[src/sv/pptc_pkg.sv]
// Shared codes and the result record for the pump pulse timer with cooldown.
// No dependencies; imported by the step logic and by the top level.
package pptc_pkg;

  // Command codes carried in the input tuser field.
  localparam logic [1:0] CMD_TICK  = 2'd0;
  localparam logic [1:0] CMD_START = 2'd1;
  localparam logic [1:0] CMD_STOP  = 2'd2;

  // Phase codes, as reported in pump_phase.
  localparam logic [1:0] PH_IDLE = 2'd0;
  localparam logic [1:0] PH_RUN  = 2'd1;
  localparam logic [1:0] PH_COOL = 2'd2;

  // Configuration register indexes.
  localparam logic [1:0] REG_ACTIVE_LOW    = 2'd0;
  localparam logic [1:0] REG_COOLDOWN_TIME = 2'd1;
  localparam logic [1:0] REG_MAX_ON_TIME   = 2'd2;

  // Width of the timestamp and duration fields on the ports.
  localparam int unsigned FieldW = 32;

  // One result item.
  typedef struct packed {
    logic [FieldW-1:0] cooldown_left;
    logic [1:0]        pump_phase;
    logic              accepted;
    logic              relay_level;
  } result_t;

endpackage

[src/sv/pump_pulse_timer_with_cooldown.sv]
// Top level of the pump pulse timer with cooldown lockout.
// Depends on pptc_pkg and pptc_step.
//
// Usage:
//   Events arrive on the s_axis channel: tuser carries the command (tick,
//   start or force stop) and tdata the timestamp and requested length.
//   Each event yields exactly one result transaction on m_axis with the relay
//   pin level, the start acceptance flag, the phase and the remaining cooldown.
//   Configuration (polarity, cooldown time, maximum on-time) is written
//   through the cfg channel, which is always ready; write it while idle.
//   An accepted event is held in the input register, passes the step logic
//   and is written to the result register once that register is free.
//   Throughput: one event per cycle while m_axis does not stall, set by the
//   combinational step logic between the input register and the result register.
//   When m_axis stalls, the result register holds, the input register keeps
//   the next event, and s_axis_tready drops only once both are full.
//   Reset clears the phase to idle, all stamps, the relay and the
//   configuration registers, and empties both registers.
module pump_pulse_timer_with_cooldown import pptc_pkg::*; #(
  parameter int unsigned TIME_WIDTH = 32
) (
  input  logic        clk_i,
  input  logic        rst_ni,
  // Event stream
  input  logic        s_axis_tvalid,
  output logic        s_axis_tready,
  input  logic [63:0] s_axis_tdata,   // now_time [31:0], requested_length [63:32]
  input  logic [1:0]  s_axis_tuser,   // cmd [1:0]
  // Result stream
  output logic        m_axis_tvalid,
  input  logic        m_axis_tready,
  output logic [39:0] m_axis_tdata,   // relay_level [0], accepted [1],
                                      // pump_phase [3:2], cooldown_left [35:4],
                                      // zero [39:36]
  // Configuration writes
  input  logic        cfg_valid_i,
  output logic        cfg_ready_o,
  input  logic [1:0]  cfg_index_i,
  input  logic [31:0] cfg_data_i
);

  // Input register
  logic                  in_valid_q;
  logic [1:0]            in_cmd_q;
  logic [TIME_WIDTH-1:0] in_now_q;
  logic [TIME_WIDTH-1:0] in_req_q;

  // Configuration registers
  logic                  active_low_q;
  logic [TIME_WIDTH-1:0] cooldown_time_q;
  logic [TIME_WIDTH-1:0] max_on_time_q;

  // Controller state
  logic [1:0]            phase_q,        phase_d;
  logic [TIME_WIDTH-1:0] start_stamp_q,  start_stamp_d;
  logic [TIME_WIDTH-1:0] stop_stamp_q,   stop_stamp_d;
  logic [TIME_WIDTH-1:0] pulse_length_q, pulse_length_d;
  logic                  relay_on_q,     relay_on_d;

  // Result register
  logic    out_valid_q;
  result_t out_q, out_d;

  logic out_free;
  logic step_fire;
  logic in_take;

  // Handshake: the result register frees when empty or being taken.
  assign out_free      = !out_valid_q || m_axis_tready;
  assign step_fire     = in_valid_q && out_free;
  assign s_axis_tready = !in_valid_q || out_free;
  assign in_take       = s_axis_tvalid && s_axis_tready;
  assign cfg_ready_o   = 1'b1;

  // Event capture.
  always_ff @(posedge clk_i or negedge rst_ni) begin
    if (!rst_ni) begin
      in_valid_q <= 1'b0;
    end else if (s_axis_tready) begin
      in_valid_q <= s_axis_tvalid;
    end
  end

  always_ff @(posedge clk_i) begin
    if (in_take) begin
      in_cmd_q <= s_axis_tuser;
      in_now_q <= TIME_WIDTH'(s_axis_tdata[31:0]);
      in_req_q <= TIME_WIDTH'(s_axis_tdata[63:32]);
    end
  end

  // Configuration writes; unknown indexes are ignored.
  always_ff @(posedge clk_i or negedge rst_ni) begin
    if (!rst_ni) begin
      active_low_q    <= 1'b0;
      cooldown_time_q <= '0;
      max_on_time_q   <= '0;
    end else if (cfg_valid_i) begin
      unique case (cfg_index_i)
        REG_ACTIVE_LOW:    active_low_q    <= cfg_data_i[0];
        REG_COOLDOWN_TIME: cooldown_time_q <= TIME_WIDTH'(cfg_data_i);
        REG_MAX_ON_TIME:   max_on_time_q   <= TIME_WIDTH'(cfg_data_i);
        default: begin
        end
      endcase
    end
  end

  // Step logic for the registered event.
  pptc_step #(
    .TIME_WIDTH(TIME_WIDTH)
  ) u_step (
    .cmd_i          (in_cmd_q),
    .now_i          (in_now_q),
    .req_i          (in_req_q),
    .active_low_i   (active_low_q),
    .cooldown_time_i(cooldown_time_q),
    .max_on_time_i  (max_on_time_q),
    .phase_i        (phase_q),
    .start_stamp_i  (start_stamp_q),
    .stop_stamp_i   (stop_stamp_q),
    .pulse_length_i (pulse_length_q),
    .relay_on_i     (relay_on_q),
    .phase_o        (phase_d),
    .start_stamp_o  (start_stamp_d),
    .stop_stamp_o   (stop_stamp_d),
    .pulse_length_o (pulse_length_d),
    .relay_on_o     (relay_on_d),
    .result_o       (out_d)
  );

  // Controller state advances once per processed event.
  always_ff @(posedge clk_i or negedge rst_ni) begin
    if (!rst_ni) begin
      phase_q        <= PH_IDLE;
      start_stamp_q  <= '0;
      stop_stamp_q   <= '0;
      pulse_length_q <= '0;
      relay_on_q     <= 1'b0;
    end else if (step_fire) begin
      phase_q        <= phase_d;
      start_stamp_q  <= start_stamp_d;
      stop_stamp_q   <= stop_stamp_d;
      pulse_length_q <= pulse_length_d;
      relay_on_q     <= relay_on_d;
    end
  end

  // Result register.
  always_ff @(posedge clk_i or negedge rst_ni) begin
    if (!rst_ni) begin
      out_valid_q <= 1'b0;
    end else if (out_free) begin
      out_valid_q <= in_valid_q;
    end
  end

  always_ff @(posedge clk_i) begin
    if (step_fire) begin
      out_q <= out_d;
    end
  end

  assign m_axis_tvalid = out_valid_q;
  assign m_axis_tdata  = {4'b0000, out_q};

endmodule

[src/sv/pptc_step.sv]
// Next-state and result logic for one event of the pump pulse timer.
// Purely combinational; depends on pptc_pkg.
module pptc_step import pptc_pkg::*; #(
  parameter int unsigned TIME_WIDTH = 32
) (
  input  logic [1:0]            cmd_i,
  input  logic [TIME_WIDTH-1:0] now_i,
  input  logic [TIME_WIDTH-1:0] req_i,
  input  logic                  active_low_i,
  input  logic [TIME_WIDTH-1:0] cooldown_time_i,
  input  logic [TIME_WIDTH-1:0] max_on_time_i,
  input  logic [1:0]            phase_i,
  input  logic [TIME_WIDTH-1:0] start_stamp_i,
  input  logic [TIME_WIDTH-1:0] stop_stamp_i,
  input  logic [TIME_WIDTH-1:0] pulse_length_i,
  input  logic                  relay_on_i,
  output logic [1:0]            phase_o,
  output logic [TIME_WIDTH-1:0] start_stamp_o,
  output logic [TIME_WIDTH-1:0] stop_stamp_o,
  output logic [TIME_WIDTH-1:0] pulse_length_o,
  output logic                  relay_on_o,
  output result_t               result_o
);

  logic [TIME_WIDTH-1:0] run_elapsed;
  logic [TIME_WIDTH-1:0] cool_elapsed;
  logic [TIME_WIDTH-1:0] clamped_len;
  logic [TIME_WIDTH-1:0] left_elapsed;
  logic [TIME_WIDTH-1:0] left;
  logic                  accepted;

  // Wrapping elapsed times against the stored stamps.
  assign run_elapsed  = now_i - start_stamp_i;
  assign cool_elapsed = now_i - stop_stamp_i;
  assign clamped_len  = (req_i < max_on_time_i) ? req_i : max_on_time_i;

  // State update for the event.
  always_comb begin
    phase_o        = phase_i;
    start_stamp_o  = start_stamp_i;
    stop_stamp_o   = stop_stamp_i;
    pulse_length_o = pulse_length_i;
    relay_on_o     = relay_on_i;
    accepted       = 1'b0;
    unique case (cmd_i)
      CMD_TICK: begin
        if (phase_i == PH_RUN) begin
          if (run_elapsed >= pulse_length_i || run_elapsed >= max_on_time_i) begin
            relay_on_o   = 1'b0;
            stop_stamp_o = now_i;
            phase_o      = PH_COOL;
          end
        end else if (phase_i == PH_COOL) begin
          if (cool_elapsed >= cooldown_time_i) begin
            phase_o = PH_IDLE;
          end
        end
      end
      CMD_START: begin
        if (phase_i == PH_IDLE && clamped_len != '0) begin
          pulse_length_o = clamped_len;
          start_stamp_o  = now_i;
          phase_o        = PH_RUN;
          relay_on_o     = 1'b1;
          accepted       = 1'b1;
        end
      end
      CMD_STOP: begin
        relay_on_o   = 1'b0;
        stop_stamp_o = now_i;
        phase_o      = PH_COOL;
      end
      default: begin
        // The unused command code leaves the state alone.
      end
    endcase
  end

  // Remaining cooldown after the step, zero outside cooldown.
  assign left_elapsed = now_i - stop_stamp_o;
  assign left = (phase_o != PH_COOL || left_elapsed >= cooldown_time_i) ? '0
              : cooldown_time_i - left_elapsed;

  assign result_o.relay_level   = relay_on_o ^ active_low_i;
  assign result_o.accepted      = accepted;
  assign result_o.pump_phase    = phase_o;
  assign result_o.cooldown_left = FieldW'(left);

endmodule

[config.mk]
export PLATFORM = sky130hd
export DESIGN_NAME = pump_pulse_timer_with_cooldown
export DESIGN_NICKNAME = d
export VERILOG_FILES = /design/src/sv/pptc_pkg.sv /design/src/sv/pump_pulse_timer_with_cooldown.sv /design/src/sv/pptc_step.sv
export SDC_FILE = /design/constraint.sdc
export NUM_CORES = 1
export LEC_CHECK = 0
export BUFFER_PORTS_ARGS = -buffer_cell sky130_fd_sc_hd__buf_2
export CAP_MARGIN = 20
export CORE_MARGIN = 2
export CORE_UTILIZATION = 35
export DETAILED_ROUTE_END_ITERATION = 7
export GPL_TIMING_DRIVEN = 0
export PLACE_DENSITY = 0.49
export SETUP_SLACK_MARGIN = 0.1
export SKIP_CTS_REPAIR_TIMING = 1
export SLEW_MARGIN = 10
export SYNTH_ARGS = -nofsm -noshare
export SYNTH_HDL_FRONTEND = slang
export SYNTH_SLANG_ARGS = --single-unit
[constraint.sdc]
create_clock -name clk_i -period 12.2 [get_ports clk_i]
set_input_delay 0.61 -clock clk_i [delete_from_list [all_inputs] [get_ports clk_i]]
set_output_delay 0.61 -clock clk_i [all_outputs]
set_load 0.01 [all_outputs]
# Word level (Yosys, flattened, before mapping)
# Index checks and enable logic that the tools add are counted.
# Widths: inputs -> output; s select.
[classes]
add_sub_neg = 4
n_mul = 0
n_div = 0
n_lt_le_gt_ge = 5
n_eq_ne = 7
shifts = 0
mux = 15
n_bitwise = 1
reduce_logical = 17
[op_table]
columns = ["operator", "count"]
rows = [
  ["$ge 32x32->1", 4],
  ["$sub 32x32->32", 4],
  ["$mux 32", 3],
  ["$pmux 32 s2", 1],
  ["$lt 32x32->1", 1],
  ["$reduce_bool 32->1", 1],
  ["$mux 2", 5],
  ["$eq 2x1->1 const B", 3],
  ["$eq 2x2->1 const B", 3],
  ["$logic_not 2->1", 3],
  ["$pmux 2 s3", 1],
  ["$reduce_and 2->1", 3],
  ["$logic_or 1x1->1", 4],
  ["$mux 1", 4],
  ["$logic_and 1x1->1", 3],
  ["$pmux 1 s3", 1],
  ["$reduce_and 3->1", 1],
  ["$logic_not 1->1", 2],
  ["$ne 2x2->1 const B", 1],
  ["$xor 1x1->1", 1],
]
[word_totals]
regBits = 268
latchBits = 0
ram_bits = 0
mem_bits_ro = 0
in_bits = 105
output_inout_bits = 43
memories = 0

# Depth between registers and ports, before layout
# Gate-level depths: netlist (run 1).
[logic_depth]
word_depth = 9
ltp_mapped = 47
mapped_depth_nobuf = 47

# Cells and area by module
# From an unflattened synthesis (run 1), not the netlist that was laid out.
[hier_totals]
cells_unflattened = 2102
hier_area_um2 = 21359.2
[by_module_without_submodules]
columns = ["module", "n_inst", "cells_each", "area_each_um2"]
rows = [
  ["pptc_step", 1, 1637, 11499.8],
  ["pump_pulse_timer_with_cooldown", 1, 465, 9859.5],
]

# Least setup slack after synthesis (run 1)
# Ideal clock, no wire load.
[synth_path]
kind = "reg-to-reg"
start = "reg in_now_q[0]"
end = "reg out_q (netlist bit m_axis_tdata[7]) (data pin)"
setup_time_ns = 0.264
arrival_time_ns = 8.654
required_ns = 11.936
path_slack_ns = 3.282
path_stages_with_launch = 45
n_path_buf = 3
period_less_slack_ns = 8.918
cell_sequence = "edfxtp_1 inv_1 ha_1 inv_1 fa_1 a21oi_1 o22ai_1 a211oi_1 o21ai_0 o21a_1 o21ai_0 nand2b_1 a211oi_1 o311ai_0 xor2_1 ha_1 a21oi_1 nand2_1 (+9 left out) o31ai_1 a211oi_1 a41oi_1 o21ai_0 a21o_1 a21oi_1 xor2_1 ha_1 a21oi_1 nor2b_1 nor2_1 a21boi_0 or4_1 a21oi_1 a31oi_1 nand3_1 buf_2 a211oi_1"
[synth_between]
elab_chain_cells = 9
elab_cells_between_ends = 19
classes_between = "add/sub (4); order compare (4); eq/ne (1); mux (8); reduce/logical (2)"
[synth_lines]
columns = ["item", "line", "text"]
rows = [
  ["start, declared", "pump_pulse_timer_with_cooldown.sv:45", "logic [TIME_WIDTH-1:0] in_now_q;"],
  ["start signal, assigned", "pump_pulse_timer_with_cooldown.sv:87", "in_now_q <= TIME_WIDTH'(s_axis_tdata[31:0]);"],
  ["$sub 32x32->32", "pptc_step.sv:33", "assign run_elapsed = now_i - start_stamp_i;"],
  ["$ge 32x32->1", "pptc_step.sv:48", "if (run_elapsed >= pulse_length_i || run_elapsed >= max_on_time_i) begin"],
  ["$logic_or 1x1->1", "pptc_step.sv:48", ""],
  ["$mux 32", "pptc_step.sv:48", ""],
  ["$mux 32", "pptc_step.sv:47", "if (phase_i == PH_RUN) begin"],
  ["$pmux 32 s2", "pptc_step.sv:45", "unique case (cmd_i)"],
  ["$sub 32x32->32", "pptc_step.sv:80", "assign left_elapsed = now_i - stop_stamp_o;"],
  ["$ge 32x32->1", "pptc_step.sv:81", "assign left = (phase_o != PH_COOL || left_elapsed >= cooldown_time_i) ? '0"],
  ["$logic_or 1x1->1", "pptc_step.sv:81", ""],
  ["end signal, assigned", "pump_pulse_timer_with_cooldown.sv:160", "out_q <= out_d;"],
  ["end, declared", "pump_pulse_timer_with_cooldown.sv:62", "result_t out_q, out_d;"],
]
# Several ways; a longest one is shown, not always the timed one.
# A chain may end at the register's enable or synchronous reset.

# Final worst setup path (run 1)
[layout_path]
start = "reg in_now_q[0]"
end = "reg out_q (netlist bit m_axis_tdata[30]) (data pin)"
# Same word-level chain as after synthesis.

==> impl_results.md, run 1 <==
- Status: finished, final reports clean
- Clk buf depth: 3
- Slowest cell delay on critical path: 0.78 ns
- CP Capture Type: flop
- Max Freq: 88.51 MHz
- H-tree Lvls: 2
- Most frequent cells in the layout: 252 x ha_1, 185 x inv_1, 166 x dfrtp_1
- Critical setup path kind: flop to flop
- Asr flop ratio synth: just over 60%
- Initial Utilization: 35.23%
- Main synth FF type: dfrtp_1
- Final setup viols: 0
- RSZ-0062 raised after global routing: false
- Crit path DAT: 11.59 ns
- Die Y: between 200 and 250 um
- Nets: 2531
- Area leader, netlist: dfrtp_1
- Relative slew slack: 28.87%
- Worst-Margin Slew: 1.063 ns
- Die area: approximately 57000 sq um
- Core Box Area: ~55000 sq um
- Initial antenna violation count: 0
- Layout fillers: 5401
- Hold WS: between 0.01 and 0.015 ns
- Final Critical Period: about 11 ns
- Sequential-to-total area share from yosys stat: 37.40%
- Final worst setup slack: 0.9015 ns
- Top cell type's share of synthesized area: a little over a fifth
- DRC marker count from the first detailed-route iteration: 693
- Worst Skew: 0.02249 ns
- Routed WL per cell: between 15 and 20 um
- Hold Violations, Final: 0
- Number of global-route vias before repair: 15.34k
- #FFs+latches synth: 268
- Fin crit share: between 90% and 100%
- Layout area overhead: 14.98%
- Crit Path Max Fanout: 10
- Residual DRC: 0
- Clk Latency, worst-skew pair: 0.57 ns
- IR drop worst, VDD: about 110 uV
- CTS tree: done
- Leakage: roughly 10 nW
- Root Buffer: clkbuf_16
- IO Count: 148
- Final std cells w/o fill: 2902
- Cell variety after synth: 72
- Area contributors post-synth: dfrtp_1 22%, ha_1 16%, edfxtp_1 16%
- Placer Congestion: 0.8729
- Num CTS Buffers: 36
- Cells after DPL: 2836
- First-pass GRT wire length: 83.81 mm
- Post-DR vias/cell: 5.106
- Final wirelength: 53.59 mm
- Syn Area/Cell: 9.725 sq um
- Commonest non-fill, non-tap cell in the layout: ha_1
- Synth warn: 0
- Hpwl dp: 44.17 mm
- Worst hold path class: primary input to asynchronous set/reset pin
- Crit-path most repeated cell: a21oi_1
- Routed Antenna Nets: 0
- Clock sinks: 268
- Total GRT Usage: 19.17%
- Post-synth EDFFs: between 100 and 150
- Pre-CTS WS: -0.1855 ns
- R2r setup slk: about 0.90 ns
- Post-Syn Area: just under 20000 sq um
- Number of buffers added on ports: 142
- Share of layout cells above drive strength 1: 14.29%
- Data required, critical path: roughly 13 ns
- Largest net degree at the start of global routing: 100
- Critical Path Start Type: flop
- Row count: between 80 and 90
- TritonRoute pass-1 iters: 5
- Pwr Total: 5.761 mW
- Via count: 14.82k
- Gr ovfl total: 0
- Slowest CP cell: a2111oi_0
- Max cap viols: 0
- Worst-path clk slew: 0.05 ns
- Final number of max-transition violations: 0
- Ant. Diodes: 0
- Gate Count Post-Synth: slightly below 2k
- Power Dens Cells: 259.7 nW/um^2
- Die width: 238.8 um
==> worst max-delay path: cells and delay by family (launching register included) <==
kind | cells | cell delay [ns]
AO/OA/AOI/OAI | 18 | 5.13
AND/OR/NAND/NOR | 12 | 2.39
adder cells (fa/ha/maj) | 5 | 1.57
buffers and inverters | 6 | 1.20
XOR/XNOR | 2 | 0.38
flip-flops | 1 | 0.37
==> cells by family (layout without fill, tap and decap cells) <==
family,count (synthesis),count (layout),synth area share (%)
AOI/OAI and AO/OA,507,507,16.20
muxes,147,147,8.320
xor gates and xnor gates,110,110,4.993
and+or+nand+nor,468,468,11.64
buffers and inverters,226,437,4.650
DFF,268,268,37.40
adders and majority gates,256,256,16.76
other,2,5,0.03892
==> report_power, final <==
group / switching, mW / total [mW] / leakage [nW] / internal (mW)
logic: 1.88 / 3.34 / 6.63 / 1.45
registers: 0.169 / 1.38 / 3.02 / 1.22
clock network: 0.440 / 1.04 / 0.574 / 0.601
==> through the flow <==
stage | cell area [sq um] | utilization [%] | TNS, ns
global placement | 20900 | 38.16 | -0.5029
detailed placement | 20980 | 38.30 | -3.893
floorplan | 19310 | - | 0
CTS | 22140 | 40.43 | -5.560
global route | 22190 | 40.51 | 0
finish | 22190 | 40.51 | 0
==> final cells by class <==
type	instances	area (sq um)	area share, %
clock buffers	42	974.7	4.393
inverters	186	698.2	3.147
flip-flops and latches	268	7217	32.53
well taps	704	880.8	3.970
plain buffers	40	205.2	0.9249
repair buffers	145	788.3	3.553
multi-input cells	1493	11230	50.63
clock inverters	24	188.9	0.8516
==> metal layers <==
metal / vias to the layer above / share of wire, % / GRT usage (%)
met5: - / 0 / 0
met4: 0 / 4.2 / 7.936
met3: 101 / 3.6 / 2.194
met2: 257 / 45 / 31.50
met1: 6916 / 47 / 25.65
li1: 7543 / - / -
==> synth_stat cells, drive strengths merged (13+ instances only) <==
master / instances
ha: 252
inv: 186
dfrtp: 166
a21oi: 157
nand2: 150
o21ai: 142
nor2: 119
edfxtp: 102
mux2: 101
a21o: 70
xnor2: 67
mux2i: 46
xor2: 43
nand3: 39
nand2b: 30
nand4: 28
clkbuf: 22
nor4: 22
o21a: 21
nor2b: 19
a211oi: 18
and3: 18
buf: 18
a31oi: 13
==> sequential cells by signal (all words and copies together), names as in the netlist <==
signal,flops
active_low_q,1
cooldown_time_q,32
in_cmd_q,2
in_now_q,32
in_req_q,32
in_valid_q,1
m_axis_tdata,36
m_axis_tvalid,1
max_on_time_q,32
phase_q,2
pulse_length_q,32
relay_on_q,1
start_stamp_q,32
stop_stamp_q,32
==> worst paths after layout <==
path | cells after the start | start | endpoint
max in group asynchronous | 2 | rst_ni | cooldown_time_q[0]$_DFFE_PN0P_
hold / removal | 1 | rst_ni | stop_stamp_q[28]$_DFFE_PN0P_
min in group clk_i | 1 | s_axis_tdata[46] | in_req_q[14]$_DFFE_PP_
setup / recovery | 43 | in_now_q[0]$_DFFE_PP_ | m_axis_tdata[30]$_SDFFCE_PP0P_
setup reg to reg | 43 | in_now_q[0]$_DFFE_PP_ | m_axis_tdata[30]$_SDFFCE_PP0P_
hold reg to reg | 2 | pulse_length_q[12]$_DFFE_PN0P_ | pulse_length_q[12]$_DFFE_PN0P_
Power figures use the tool's default switching activity.
==> run 2: changes to the inputs <==
- CTS_CLUSTER_DIAMETER: not set -> 100
- SYNTH_HIERARCHICAL: not set -> 1
==> impl_results.md, run 2 <==
- Status: finished, final reports clean (unchanged)
- Critical Path Start Type: flop (unchanged)
- Worst-Margin Slew: 1.171 ns (was 1.063 ns)
- Synth Area in Compound Gates: 16.35% (was 16.20%)
- Final number of max-transition violations: 0 (unchanged)
- Worst Skew: 0.03383 ns (was 0.02249 ns)
- Routed WL per cell: 20.47 um (was 18.47 um)
- Area leader, netlist: dfrtp_1 (unchanged)
- Power Dens Cells: 286.4 nW/um^2 (was 259.7 nW/um^2)
- IR drop worst, VDD: 90.38 uV (was 108.5 uV)
- Layout fillers: 5973 (was 5401)
- Die area: 63020 sq um (was 57020 sq um)
- Crit Path Max Fanout: 10 (unchanged)
- Root Buffer: clkbuf_16 (unchanged)
- Hpwl dp: 50.55 mm (was 44.17 mm)
- Top cell type's share of synthesized area: 19.45% (was 21.53%)
- Reg2reg end: m_axis_tdata[6]$_DFFE_PP_ (was m_axis_tdata[30]$_SDFFCE_PP0P_)
- Gate Count Post-Synth: 2102 (was 1984)
- RSZ-0062 raised after global routing: true (was false)
- Hold Violations, Final: 0 (unchanged)
- CP Capture Type: flop (unchanged)
- Cell variety after synth: 77 (was 72)
- Worst hold path class: primary input to asynchronous set/reset pin (unchanged)
- Number of global-route vias before repair: 16.43k (was 15.34k)
- Gr ovfl total: 0 (unchanged)
- Ant. Diodes: 0 (unchanged)
- Placer Congestion: 0.8726 (was 0.8729)
- Post-Syn Area: 21360 sq um (was 19290 sq um)
- Crit-path most repeated cell: ha_1 (was a21oi_1)
- DRC marker count from the first detailed-route iteration: 1129 (was 693)
- IO Count: 148 (unchanged)
- R2r setup slk: 0.89 ns (was 0.90 ns)
- Setup TNS: 0 ns (unchanged)
- Post-DR vias/cell: 5.308 (was 5.106)
- Area of the multi-input gates: 13010 sq um (was 11230 sq um)
- FF-to-FF Start: in_now_q[1]$_DFFE_PP_ (was in_now_q[0]$_DFFE_PP_)
- Layout area overhead: 14.40% (was 14.98%)
- Sequential-to-total area share from yosys stat: 33.79% (was 37.40%)
- Final wirelength: 63.42 mm (was 53.59 mm)
- TritonRoute pass-1 iters: 5 (unchanged)
- Largest family of logic cells by synthesized area: compound AO/OA/AOI/OAI gates (was adder cells)
- Number of flip-flops in the largest register: 36 (unchanged)
- Core Box Area: 60360 sq um (was 54770 sq um)
- Pwr Total: 6.998 mW (was 5.761 mW)
- Mux contribution to synthesized area: 14.29% (was 8.320%)
- Die Y: 251.0 um (was 238.8 um)
- Register Area: 7217 sq um (unchanged)
- Synth warn: 6 (was 0)
- Initial Utilization: 35.39% (was 35.23%)
- Asr flop ratio synth: 61.94% (unchanged)
- Final Critical Period: 11.31 ns (was 11.30 ns)
- Leakage: 11.49 nW (was 10.22 nW)
- Crit. Startpoint: in_now_q[1]$_DFFE_PP_ (was in_now_q[0]$_DFFE_PP_)
- Commonest cells post-synth: 252 x ha_1, 186 x inv_1, 166 x dfrtp_1, 145 x a21oi_1, 114 x nor2_1 (was 252 x ha_1, 186 x inv_1, 166 x dfrtp_1, 157 x a21oi_1, 149 x nand2_1)
- Initial antenna violation count: 1 (was 0)
- #FFs+latches synth: 268 (unchanged)
- Share of layout cells above drive strength 1: 17.49% (was 14.29%)
- Die width: 251.0 um (was 238.8 um)
- Clk buf depth: 3 (unchanged)
- CTS tree: done (unchanged)
- Post-synth EDFFs: 102 (unchanged)
- Most frequent cells in the layout: 252 x ha_1, 186 x inv_1, 166 x dfrtp_1 (was 252 x ha_1, 185 x inv_1, 166 x dfrtp_1)
- Critical setup path kind: flop to flop (unchanged)
- Max Freq: 88.45 MHz (was 88.51 MHz)
- Worst-path clk slew: 0.06 ns (was 0.05 ns)
- Slowest cell delay on critical path: 0.61 ns (was 0.78 ns)
- Post-synthesis adder-cell area fraction: 15.14% (was 16.76%)
- Most frequent cell after synthesis: ha_1 (unchanged)
- FF-to-FF path depth: 42 (was 43)
- Max cap viols: 0 (unchanged)
- Synth Area in XOR/XNOR: 4.224% (was 4.993%)
- Nets: 2649 (was 2531)
- Slowest CP cell: edfxtp_1 (was a2111oi_0)
- Crit path DAT: 11.66 ns (was 11.59 ns)
- Fin crit share: 92.68% (was 92.61%)
- Data required, critical path: 12.55 ns (was 12.50 ns)
- Relative slew slack: 19.92% (was 28.87%)
- Final setup viols: 0 (unchanged)
- Hold WS: 0.04039 ns (was 0.01291 ns)
- Total GRT Usage: 20.02% (was 19.17%)
- Simple-gate share of the synthesized area: 10.50% (was 11.64%)
- First-pass GRT wire length: 96.66 mm (was 83.81 mm)
- Commonest non-fill, non-tap cell in the layout: ha_1 (unchanged)
- Main synth FF type: dfrtp_1 (unchanged)
- Clock sinks: 268 (unchanged)
- Via count: 16.44k (was 14.82k)
- Largest net degree at the start of global routing: 96 (was 100)
- Area contributors post-synth: dfrtp_1 19%, ha_1 15%, edfxtp_1 14% (was dfrtp_1 22%, ha_1 16%, edfxtp_1 16%)
- Routed Antenna Nets: 0 (unchanged)
- Number of buffers added on ports: 142 (unchanged)
- H-tree Lvls: 2 (unchanged)
- Residual DRC: 0 (unchanged)
- Syn Area/Cell: 10.16 sq um (was 9.725 sq um)
- Row count: 90 (was 86)
- Clk Latency, worst-skew pair: 0.58 ns (was 0.57 ns)
- Num CTS Buffers: 37 (was 36)
run 2: kinds of logic (layout without fill, tap and decap cells):
group	count (synthesis)	count (layout)
simple gates	447	447
compound gates	538	538
other cells	2	5
xor+xnor	103	103
fa+ha+maj	256	256
flops	268	268
mux	243	243
buf+inv	245	456
run 2: area by class of cell:
class	count	area share [%]
inverters	187	2.873
clock buffers	45	4.127
flip-flops and latches	268	29.54
repair buffers	145	3.195
multi-input cells	1592	53.25
clock inverters	22	0.9473
plain buffers	57	2.069
well taps	782	4.004
run 2: critical path: cells and delay by family (launching register included):
kind / cells / cell delay, ns
flip-flops: 1 / 0.61
AO/OA/AOI/OAI: 22 / 5.40
AND/OR/NAND/NOR: 9 / 1.84
buffers and inverters: 3 / 0.83
adder cells (fa/ha/maj): 5 / 1.72
multiplexers: 1 / 0.36
XOR/XNOR: 2 / 0.32
run 2: worst max-delay path by stage:
stage / slack, ns / depth (start not counted) / endpoint
finish: 0.89 / 42 / m_axis_tdata[6]$_DFFE_PP_
global route: 0.07 / 45 / m_axis_tdata[6]$_DFFE_PP_
CTS: -0.24 / 46 / m_axis_tdata[7]$_DFFE_PP_
detailed placement: -0.21 / 46 / m_axis_tdata[7]$_DFFE_PP_
global placement: -0.66 / 45 / m_axis_tdata[7]$_DFFE_PP_
floorplan: 3.33 / 47 / m_axis_tdata[34]$_DFFE_PP_
run 2: where the power goes:
| group | internal [mW] | switching, mW | leakage (nW) |
|---|---|---|---|
| registers | 1.26 | 0.212 | 3.02 |
| logic | 1.98 | 2.43 | 7.86 |
| clock network | 0.675 | 0.444 | 0.612 |
| total | 3.91 | 3.09 | 11.5 |
run 2: per-stage QoR:
stage	cell area, sq um	util (%)	std cells	setup slack, ns
global route	24430	40.48	3098	0.07248
floorplan	21370	-	2105	3.326
global placement	23060	38.20	3029	-0.6626
finish	24430	40.48	3098	0.8935
detailed placement	23130	38.32	3032	-0.2090
CTS	24370	40.38	3099	-0.2408
run 2: metal layers:
| layer | global-route usage (%) | share of wire [%] | vias to the layer above |
|---|---|---|---|
| li1 | - | - | 8047 |
| met1 | 28.12 | 48 | 7924 |
| met2 | 31.67 | 45 | 376 |
| met3 | 3.324 | 4.9 | 97 |
| met4 | 5.714 | 2.7 | 0 |
| met5 | 0 | 0 | - |
==> run 3: changes to the inputs <==
- GPL_TIMING_DRIVEN: 0 -> 1
==> impl_results.md, run 3 (synthesis results as in run 2) <==
- Status: finished, final reports clean (unchanged)
- Die area: 63020 sq um (unchanged)
- Core Box Area: 60360 sq um (unchanged)
- Critical Path Start Type: flop (unchanged)
- IO Count: 148 (unchanged)
- Fin crit share: 93.39% (was 92.68%)
- Crit Path Max Fanout: 46 (was 10)
- Worst-Margin Slew: 1.020 ns (was 1.171 ns)
- Leakage: 11.25 nW (was 11.49 nW)
- DRC marker count from the first detailed-route iteration: 972 (was 1129)
- H-tree Lvls: 2 (unchanged)
- Flop pwr share: 20.9% (was 21.0%)
- Routed Antenna Nets: 0 (unchanged)
- Slowest CP cell: a2111oi_0 (was edfxtp_1)
- Largest net degree at the start of global routing: 67 (was 96)
- Slowest cell delay on critical path: 0.57 ns (was 0.61 ns)
- Net Sw Frac: 44.06% (was 44.15%)
- Initial antenna violation count: 0 (was 1)
- Via count: 16.23k (was 16.44k)
- Relative slew slack: 32.03% (was 19.92%)
- Share of layout cells above drive strength 1: 15.95% (was 17.49%)
- Max Freq: 87.77 MHz (was 88.45 MHz)
- Placer Congestion: 0.8973 (was 0.8726)
- Worst Skew: 0.01894 ns (was 0.03383 ns)
- Critical setup path kind: flop to flop (unchanged)
- Layout area overhead: 12.23% (was 14.40%)
- Final number of max-transition violations: 0 (unchanged)
- Crit path DAT: 11.66 ns (about the same)
- Register Area: 7217 sq um (unchanged)
- Most frequent cells in the layout: 252 x ha_1, 186 x inv_1, 166 x dfrtp_1 (unchanged)
- Initial Utilization: 35.39% (unchanged)
- Crit. Startpoint: in_now_q[0]$_DFFE_PP_ (was in_now_q[1]$_DFFE_PP_)
- Root Buffer: clkbuf_16 (unchanged)
- Worst hold path class: primary input to asynchronous set/reset pin (unchanged)
- Die Y: 251.0 um (unchanged)
- Final std cells w/o fill: 3052 (was 3098)
- IR drop worst, VDD: 137.2 uV (was 90.38 uV)
- Clock network fraction of total power: 16.6% (was 16.0%)
- Hpwl dp: 48.70 mm (was 50.55 mm)
- First-pass GRT wire length: 95.61 mm (was 96.66 mm)
- CTS tree: done (unchanged)
- Row count: 90 (unchanged)
- R2r setup slk: 0.81 ns (was 0.89 ns)
- Num CTS Buffers: 38 (was 37)
- Int Power: 3.937 mW (was 3.909 mW)
- CP Capture Type: flop (unchanged)
- Number of global-route vias before repair: 16.01k (was 16.43k)
- Post-DR vias/cell: 5.317 (was 5.308)
- Cells after DPL: 2982 (was 3032)
- Reg2reg end: m_axis_tdata[33]$_DFFE_PP_ (was m_axis_tdata[6]$_DFFE_PP_)
- Comb power frac: 62.5% (was 63.0%)
- Number of flip-flops in the largest register: 36 (unchanged)
- Setup TNS: 0 ns (unchanged)
- Residual DRC: 0 (unchanged)
- Worst-path clk slew: 0.05 ns (was 0.06 ns)
- Final wirelength: 62.90 mm (was 63.42 mm)
- Data required, critical path: 12.47 ns (was 12.55 ns)
- Routed WL per cell: 20.61 um (was 20.47 um)
- Die width: 251.0 um (unchanged)
- Pwr Total: 7.037 mW (was 6.998 mW)
- Clock sinks: 268 (unchanged)
- Number of buffers added on ports: 142 (unchanged)
- Sw power: 3.100 mW (was 3.089 mW)
- Final setup viols: 0 (unchanged)
- Max cap viols: 0 (unchanged)
- Area of the multi-input gates: 12960 sq um (was 13010 sq um)
- FF-to-FF path depth: 43 (was 42)
- Clk buf depth: 3 (unchanged)
- CP endpoint: m_axis_tdata[33]$_DFFE_PP_ (was m_axis_tdata[6]$_DFFE_PP_)
- Layout fillers: 6019 (was 5973)
- Ant. Diodes: 0 (unchanged)
- Gr ovfl total: 0 (unchanged)
- Power Dens Cells: 293.5 nW/um^2 (was 286.4 nW/um^2)
- Total GRT Usage: 19.71% (was 20.02%)
- Core Util, Final: 39.72% (was 40.48%)
- Final Critical Period: 11.39 ns (was 11.31 ns)
- Hold Violations, Final: 0 (unchanged)
- Clk Latency, worst-skew pair: 0.56 ns (was 0.58 ns)
- Nets: 2602 (was 2649)
- RSZ-0062 raised after global routing: false (was true)
- Commonest non-fill, non-tap cell in the layout: ha_1 (unchanged)
- FF-to-FF Start: in_now_q[0]$_DFFE_PP_ (was in_now_q[1]$_DFFE_PP_)
- TritonRoute pass-1 iters: 7 (was 5)
[run 3: changes by cell type in the layout (fill, tap and decap cells not counted), moves of 4 or more]
cell | previous run | this run
clkbuf_1 | 17 | 10
buf_6 | 8 | 2
clkinv_2 | 9 | 5
buf_2 | 155 | 141
buf_12 | 10 | 0
clkinv_1 | 6 | 2
[run 3: critical path: cells and delay by family, from the launching register on]
| family | cells | cell delay (ns) |
|---|---|---|
| flip-flops | 1 | 0.41 |
| XOR/XNOR | 2 | 0.35 |
| AND/OR/NAND/NOR | 9 | 1.55 |
| adder cells (fa/ha/maj) | 5 | 1.60 |
| buffers and inverters | 4 | 0.81 |
| AO/OA/AOI/OAI | 23 | 6.37 |
[run 3: cell type report]
| cell class | instances | share of cell area [%] |
|---|---|---|
| Clock buffer | 54 | 4.562 |
| Tap cell | 782 | 4.082 |
| Sequential cell | 268 | 30.11 |
| Inverter | 187 | 2.928 |
| Multi-Input combinational cell | 1592 | 54.07 |
| Timing Repair Buffer | 154 | 3.382 |
| Clock inverter | 15 | 0.8664 |
[run 3: worst min-delay path by stage]
stage,start,end,slack [ns],cells after the start
floorplan,rst_ni,active_low_q$_DFFE_PN0P_,0.31,0
global placement,stop_stamp_q[13]$_DFFE_PN0P_,stop_stamp_q[13]$_DFFE_PN0P_,0.49,1
detailed placement,stop_stamp_q[29]$_DFFE_PN0P_,stop_stamp_q[29]$_DFFE_PN0P_,0.49,1
CTS,rst_ni,pulse_length_q[27]$_DFFE_PN0P_,0.01,1
global route,rst_ni,pulse_length_q[27]$_DFFE_PN0P_,0.03,1
finish,rst_ni,pulse_length_q[27]$_DFFE_PN0P_,0.004,1
[run 3: routing by layer]
| layer | up-vias | global-route usage, % | routed length [um] |
|---|---|---|---|
| li1 | 7943 | - | - |
| met1 | 7871 | 27.02 | 29890 |
| met2 | 344 | 32.65 | 28860 |
| met3 | 69 | 2.920 | 2810 |
| met4 | 0 | 4.813 | 1340 |
| met5 | - | 0 | 0 |
[run 3: per-stage QoR]
stage	cell area (sq um)	setup slack (ns)	hold slack, ns
finish	23970	0.8067	0.003833
global placement	22650	1.031	0.4916
global route	23970	0.1378	0.02748
detailed placement	22650	0.7818	0.4920
CTS	23960	0.6984	0.01238
floorplan	21370	3.326	0.3144
[run 3: power groups by stage]
stage          Clock, mW  Sequential, mW  Combinational (mW)
2_1_floorplan          0            1.43                3.32
3_3_place_gp           0            1.48                4.28
3_5_place_dp           0            1.49                4.33
4_1_cts             1.20            1.48                4.37
5_1_grt             1.23            1.51                4.93
6_report            1.17            1.47                4.40
